==> src/design/pgmb_pkg.sv <==
// Shared types and constants of the polar grid minimum-height binner.
// Holds the controller/datapath command and status structs and the CORDIC angle table.
// No dependencies.
package pgmb_pkg;

   localparam int DEFAULT_CHANNELS   = 128;
   localparam int DEFAULT_BINS       = 128;
   localparam int DEFAULT_COORD_BITS = 16;

   localparam int MUL_W        = 32;
   localparam int D2_W         = 2 * MUL_W;
   localparam int CORDIC_STEPS = 16;
   localparam int PHASE_W      = 33;
   localparam int ANGLE_W      = 36;

   localparam int CSR_IDX_W  = 3;
   localparam int CSR_DATA_W = 16;
   localparam int RANGE_W    = 15;
   localparam int HEIGHT_W   = 16;
   localparam int CELL_W     = 7;
   localparam int RSP_W      = 48;

   localparam logic [RANGE_W-1:0]         MIN_RANGE_RST = 15'd340;
   localparam logic [RANGE_W-1:0]         MAX_RANGE_RST = 15'd12000;
   localparam logic signed [HEIGHT_W-1:0] FLOOR_RST     = -16'sd200;
   localparam logic signed [HEIGHT_W-1:0] CEILING_RST   = -16'sd40;
   localparam logic signed [HEIGHT_W-1:0] SENSOR_RST    = 16'sd200;
   localparam logic signed [HEIGHT_W-1:0] HEIGHT_EMPTY  = 16'sh7FFF;

   localparam logic [31:0] ANGLE_TAB [CORDIC_STEPS] = '{
      32'h20000000, 32'h12E4051E, 32'h09FB385B, 32'h051111D4,
      32'h028B0D43, 32'h0145D7E1, 32'h00A2F61E, 32'h00517C55,
      32'h0028BE53, 32'h00145F2F, 32'h000A2F98, 32'h000517CC,
      32'h00028BE6, 32'h000145F3, 32'h0000A2FA, 32'h0000517D
   };

   typedef enum logic [CSR_IDX_W-1:0] {
      REG_MIN_RANGE = 3'd0,
      REG_MAX_RANGE = 3'd1,
      REG_FLOOR     = 3'd2,
      REG_CEILING   = 3'd3,
      REG_SENSOR    = 3'd4
   } csr_reg_type;

   typedef enum logic [4:0] {
      OP_NONE,
      OP_CLEAR,
      OP_LOAD,
      OP_SQX,
      OP_SQY,
      OP_D2,
      OP_RMIN,
      OP_RMAX,
      OP_SLO,
      OP_SHI,
      OP_SCALE,
      OP_EDGE,
      OP_ESQ,
      OP_STEP,
      OP_ADDR,
      OP_READ,
      OP_WRITE,
      OP_RESULT
   } dp_op_type;

   typedef struct packed {
      dp_op_type op;
   } dp_cmd_type;

   typedef struct packed {
      logic is_read;
      logic out_range;
      logic search_done;
      logic cordic_done;
      logic ch_ok;
      logic clear_last;
   } dp_status_type;

endpackage

==> src/design/pgmb_ctrl.sv <==
// Controller state machine: sequences the datapath one request at a time.
// Issues dp_cmd_type, reads dp_status_type. Depends on pgmb_pkg.
module pgmb_ctrl (
   input  logic                    clock,
   input  logic                    reset,
   input  logic                    req_valid,
   output logic                    req_ready,
   input  logic                    rsp_ready,
   output logic                    rsp_valid,
   input  pgmb_pkg::dp_status_type status,
   output pgmb_pkg::dp_cmd_type    cmd
);
   typedef enum logic [4:0] {
      S_CLEAR, S_IDLE, S_DISPATCH, S_SQX, S_SQY, S_D2, S_RMIN, S_RMAX, S_RTEST,
      S_SLO, S_SHI, S_SCALE, S_CHECK, S_EDGE, S_ESQ, S_STEP, S_WAITC,
      S_ADDR, S_RD, S_WR, S_OUT
   } state_type;

   state_type state_ff, state_in;
   logic      rsp_valid_ff, rsp_valid_in;
   logic      slot_free;

   assign slot_free = !rsp_valid_ff || rsp_ready;
   assign req_ready = (state_ff == S_IDLE);

   always_comb begin
      state_in     = state_ff;
      rsp_valid_in = rsp_valid_ff && !rsp_ready;
      cmd.op       = pgmb_pkg::OP_NONE;
      unique case (state_ff)
         S_CLEAR: begin
            cmd.op = pgmb_pkg::OP_CLEAR;
            if (status.clear_last) state_in = S_IDLE;
         end
         S_IDLE: if (req_valid) begin
            cmd.op   = pgmb_pkg::OP_LOAD;
            state_in = S_DISPATCH;
         end
         S_DISPATCH: state_in = status.is_read ? S_ADDR : S_SQX;
         S_SQX:   begin cmd.op = pgmb_pkg::OP_SQX;  state_in = S_SQY;   end
         S_SQY:   begin cmd.op = pgmb_pkg::OP_SQY;  state_in = S_D2;    end
         S_D2:    begin cmd.op = pgmb_pkg::OP_D2;   state_in = S_RMIN;  end
         S_RMIN:  begin cmd.op = pgmb_pkg::OP_RMIN; state_in = S_RMAX;  end
         S_RMAX:  begin cmd.op = pgmb_pkg::OP_RMAX; state_in = S_RTEST; end
         S_RTEST: state_in = status.out_range ? S_OUT : S_SLO;
         S_SLO:   begin cmd.op = pgmb_pkg::OP_SLO;   state_in = S_SHI;   end
         S_SHI:   begin cmd.op = pgmb_pkg::OP_SHI;   state_in = S_SCALE; end
         S_SCALE: begin cmd.op = pgmb_pkg::OP_SCALE; state_in = S_CHECK; end
         S_CHECK: state_in = status.search_done ? S_WAITC : S_EDGE;
         S_EDGE:  begin cmd.op = pgmb_pkg::OP_EDGE; state_in = S_ESQ;   end
         S_ESQ:   begin cmd.op = pgmb_pkg::OP_ESQ;  state_in = S_STEP;  end
         S_STEP:  begin cmd.op = pgmb_pkg::OP_STEP; state_in = S_CHECK; end
         S_WAITC: if (status.cordic_done) state_in = status.ch_ok ? S_ADDR : S_OUT;
         S_ADDR:  begin cmd.op = pgmb_pkg::OP_ADDR;  state_in = S_RD;  end
         S_RD:    begin cmd.op = pgmb_pkg::OP_READ;  state_in = S_WR;  end
         S_WR:    begin cmd.op = pgmb_pkg::OP_WRITE; state_in = S_OUT; end
         S_OUT: if (slot_free) begin
            cmd.op       = pgmb_pkg::OP_RESULT;
            rsp_valid_in = 1'b1;
            state_in     = S_IDLE;
         end
         default: state_in = S_IDLE;
      endcase
   end

   always_ff @(posedge clock) begin
      if (reset) begin
         state_ff     <= S_CLEAR;
         rsp_valid_ff <= 1'b0;
      end else begin
         state_ff     <= state_in;
         rsp_valid_ff <= rsp_valid_in;
      end
   end

   assign rsp_valid = rsp_valid_ff;
endmodule

==> config.mk <==
export PLATFORM = sky130hd
export DESIGN_NAME = pgmb_ctrl
export DESIGN_NICKNAME = d
export VERILOG_FILES = /design/src/design/pgmb_pkg.sv /design/src/design/pgmb_ctrl.sv
export SDC_FILE = /design/constraint.sdc
export NUM_CORES = 1
export LEC_CHECK = 0
export BUFFER_PORTS_ARGS = -buffer_cell sky130_fd_sc_hd__buf_2
export CORE_AREA = 3 3 45 47
export CTS_BUF_LIST = sky130_fd_sc_hd__clkbuf_8
export CTS_CLUSTER_SIZE = 20
export DETAILED_ROUTE_END_ITERATION = 8
export DIE_AREA = 0 0 48 50
export PLACE_DENSITY = 0.68
export REMOVE_ABC_BUFFERS = 1
export SYNTH_ARGS = -nofsm -noshare
export SYNTH_HDL_FRONTEND = slang
export SYNTH_SLANG_ARGS = --single-unit
export TNS_END_PERCENT = 100
==> constraint.sdc <==
create_clock -name clock -period 4.2 [get_ports clock]
set_input_delay 0.42 -clock clock [delete_from_list [all_inputs] [get_ports clock]]
set_output_delay 0.42 -clock clock [all_outputs]
set_load 0.01 [all_outputs]
==> flow_metrics.py <==
metrics = {
    "timing": {
        "finalHoldViolations": 0,
        "drv_slew": 0,
        "min_period_ns": 2.373,
        "grt_setup_unrepaired": "false",
        "skew_ns": 0.0007889,
        "tns_ns": 0,
        "fmax_mhz": 421.3,
        "finalSetupViolCount": 0,
        "slew_headroom": 0.5675,
        "worst_pin_slew_ns": 0.6479,
        "fin_crit_sh": 0.5651,
    },
    "synth": {
        "yosys-top-cells-area": "dfxtp_1 (18%), a21oi_1 (9.9%), nor2_1 (6.3%)",
        "syn_area_um2": 655.6,
        "async_flop_share": 0,
        "synth_top_area_share": 0.1832,
        "synth-edff-count": 0,
        "yosys.area.top_type": "dfxtp_1",
        "yosys_warnings": 0,
        "synth-main-ff-cell": "dfxtp_1",
        "ys_seq_elements": 6,
        "netlist_instances": 98,
        "syn_area_per_cell_um2": 6.690,
        "synth_cell_types": 35,
        "yosysSeqAreaShare": 0.1832,
    },
    "power": {
        "p_comb_frac": 0.161,
        "power.share.clock": 0.485,
        "internal_power_mw": 0.1333,
        "vdd_drop_max_mv": 0.1799,
        "p_per_area_nw_per_um2": 237.1,
        "total_leakage_power_nw": 0.3034,
        "power_frac_seq": 0.354,
        "switching_share": 0.2423,
        "p_switching_mw": 0.04262,
        "power_mw": 0.1759,
    },
    "worst_setup_path": {
        "cp_max_fo": 17,
        "start_kind": "flip-flop",
        "worstPathArrival_ns": 1.95,
        "critPathKind": "flip-flop to primary output",
        "cp.required_ns": 3.78,
        "r2r_cells": 5,
        "end_kind": "primary output",
    },
    "clocking": {
        "htreeDepth": 1,
        "cts-resized-gates": 0,
        "post_cts_buffers": 0,
        "cts_inserted_buffers": 3,
        "clkSlewWorstSetupHoldPaths_ns": 0.04,
        "clock_latency_ns": 0.22,
        "cts_tree": "done",
        "ctsHoldBuffers": 0,
        "clockRootBuffer": "clkbuf_8",
        "clockBufferDepth": 2,
        "cts_num_sinks": 6,
    },
    "global_routing": {
        "grt_pass1_vias": 588,
        "grt_pass1_wl_mm": 2.628,
        "antenna_found_initial": 0,
        "grt_max_degree": 23,
        "grt_overflow_total": 0,
        "grt_util_all_layers": 0.1454,
    },
    "die": {
        "die_w_um": 48,
        "die_h_um": 50,
        "io_pins": 17,
        "start_util": 0.3881,
        "num_rows": 15,
        "die_area_um2": 2400,
        "core_um2": 1689,
    },
    "final_layout": {
        "antenna_cells": 0,
        "nets": 119,
        "drive_above_1_share": 0.1963,
        "fin_util": 0.4393,
        "areaGrowthSynthToFinish_pct": 13.17,
        "instances_no_fill": 124,
    },
    "placement": {
        "place_inst": 121,
        "gp_congestion": 0.8715,
        "numPortBuffers": 16,
        "dpl.hpwl_mm": 1.173,
    },
    "detailed_routing": {
        "drt_iter0_drc": 21,
        "wire_per_inst_um": 12.89,
        "m1WireLength_um": 774,
        "firstDrtPassIters": 4,
        "dr_wl_met2_um": 683,
        "drc_errors": 0,
        "routed_wl_mm": 1.598,
        "postRouteAntennaNets": 0,
        "vias": 727,
        "highest_layer": "met4",
        "met3_length_um": 116,
        "viasPerCell": 5.863,
    },
    "job": {
        "drv_cap": 0,
    },
    "worst_hold_path": {
        "hold_depth": 2,
        "hp-class": "input port to flip-flop",
    },
    "outcome": {
        "status": "completed",
    },
}
[power groups by stage]
| stage | Sequential (mW) | Combinational [mW] | Clock (mW) |
|---|---|---|---|
| final | 0.0623 | 0.0283 | 0.0853 |
| after global placement | 0.0631 | 0.0278 | 0 |
| after detailed placement | 0.0631 | 0.0280 | 0 |
| after CTS | 0.0623 | 0.0282 | 0.0879 |
| after floorplan | 0.0621 | 0.0179 | 0 |
| after global routing | 0.0630 | 0.0312 | 0.0906 |
[final timing paths]
check | start | to | slack (ns)
setup / recovery | state_ff[1] | cmd[0] | 1.83
hold / removal | reset | rsp_valid | 0.42
setup reg to reg | state_ff[2] | state_ff[1] | 2.22
hold reg to reg | rsp_valid | rsp_valid | 0.61
[through the flow]
stage / instance area (um2) / worst slack [ns] / hold slack, ns
after floorplan: 599.3 / 2.314 / 0.4891
final: 742.0 / 1.827 / 0.4231
after global routing: 742.0 / 1.610 / 0.4303
after global placement: 700.7 / 2.106 / 0.5798
after detailed placement: 700.7 / 2.102 / 0.5965
after CTS: 742.0 / 1.845 / 0.4193
[registers in the layout (all words and copies together), names as in the netlist]
name	cells
rsp_valid	1
state_ff	5
[layout by cell type (no fill, tap or decap), types with 2 or more instances in the layout]
cell      Yosys  routed
nand2b_1      4       4
buf_2         2      16
nor3_1        5       5
o32a_1        2       2
inv_1         2       2
nor2b_1       3       3
o21ai_0       4       4
o22ai_1       4       4
clkbuf_8      0       3
a21oi_1      13      13
nand2_1      10      10
nor2_1       11      11
dfxtp_1       6       6
and3b_1       2       2
a31oi_1       4       4
[area by class of cell]
| class | instances | area (um2) |
|---|---|---|
| fillers | 190 | 947.2 |
| multi-input cells | 80 | 471.7 |
| flip-flops and latches | 6 | 120.1 |
| repair buffers | 16 | 80.08 |
| clock buffers | 3 | 41.29 |
| well taps | 17 | 21.27 |
| inverters | 2 | 7.507 |
[kinds of logic after synthesis]
| logic type | count (synthesis) | share of synthesized area |
|---|---|---|
| simple gates | 41 | 0.3206 |
| compound gates | 37 | 0.3683 |
| buf+inv | 12 | 0.09733 |
| flops | 6 | 0.1832 |
| xor+xnor | 1 | 0.01336 |
| mux | 1 | 0.01717 |
[worst max-delay path: stages (launching register included)]
cell,delay [ns]
dfxtp_1,0.65
inv_1,0.21
o21ai_0,0.20
a21oi_1,0.06
o32a_1,0.33
o22ai_1,0.12
buf_2,0.16
[cells in the mapped netlist, types with 2 or more instances]
| cell type | instances |
|---|---|
| a21oi_1 | 13 |
| o21ai_0 | 4 |
| nand2_1 | 10 |
| nand2b_1 | 4 |
| nor3_1 | 5 |
| o32a_1 | 2 |
| buf_2 | 2 |
| o22ai_1 | 4 |
| dfxtp_1 | 6 |
| a31oi_1 | 4 |
| inv_1 | 2 |
| nor2_1 | 11 |
| nor2b_1 | 3 |
| buf_4 | 4 |
| and3b_1 | 2 |
| clkbuf_1 | 3 |
[metal layers]
layer / vias up / global-route usage
met3: 2 / 0.02555
li1: 375 / -
met2: 29 / 0.1872
met1: 321 / 0.2314
met4: 0 / 0.05381
met5: - / 0
(Power assumes the default switching activity.)
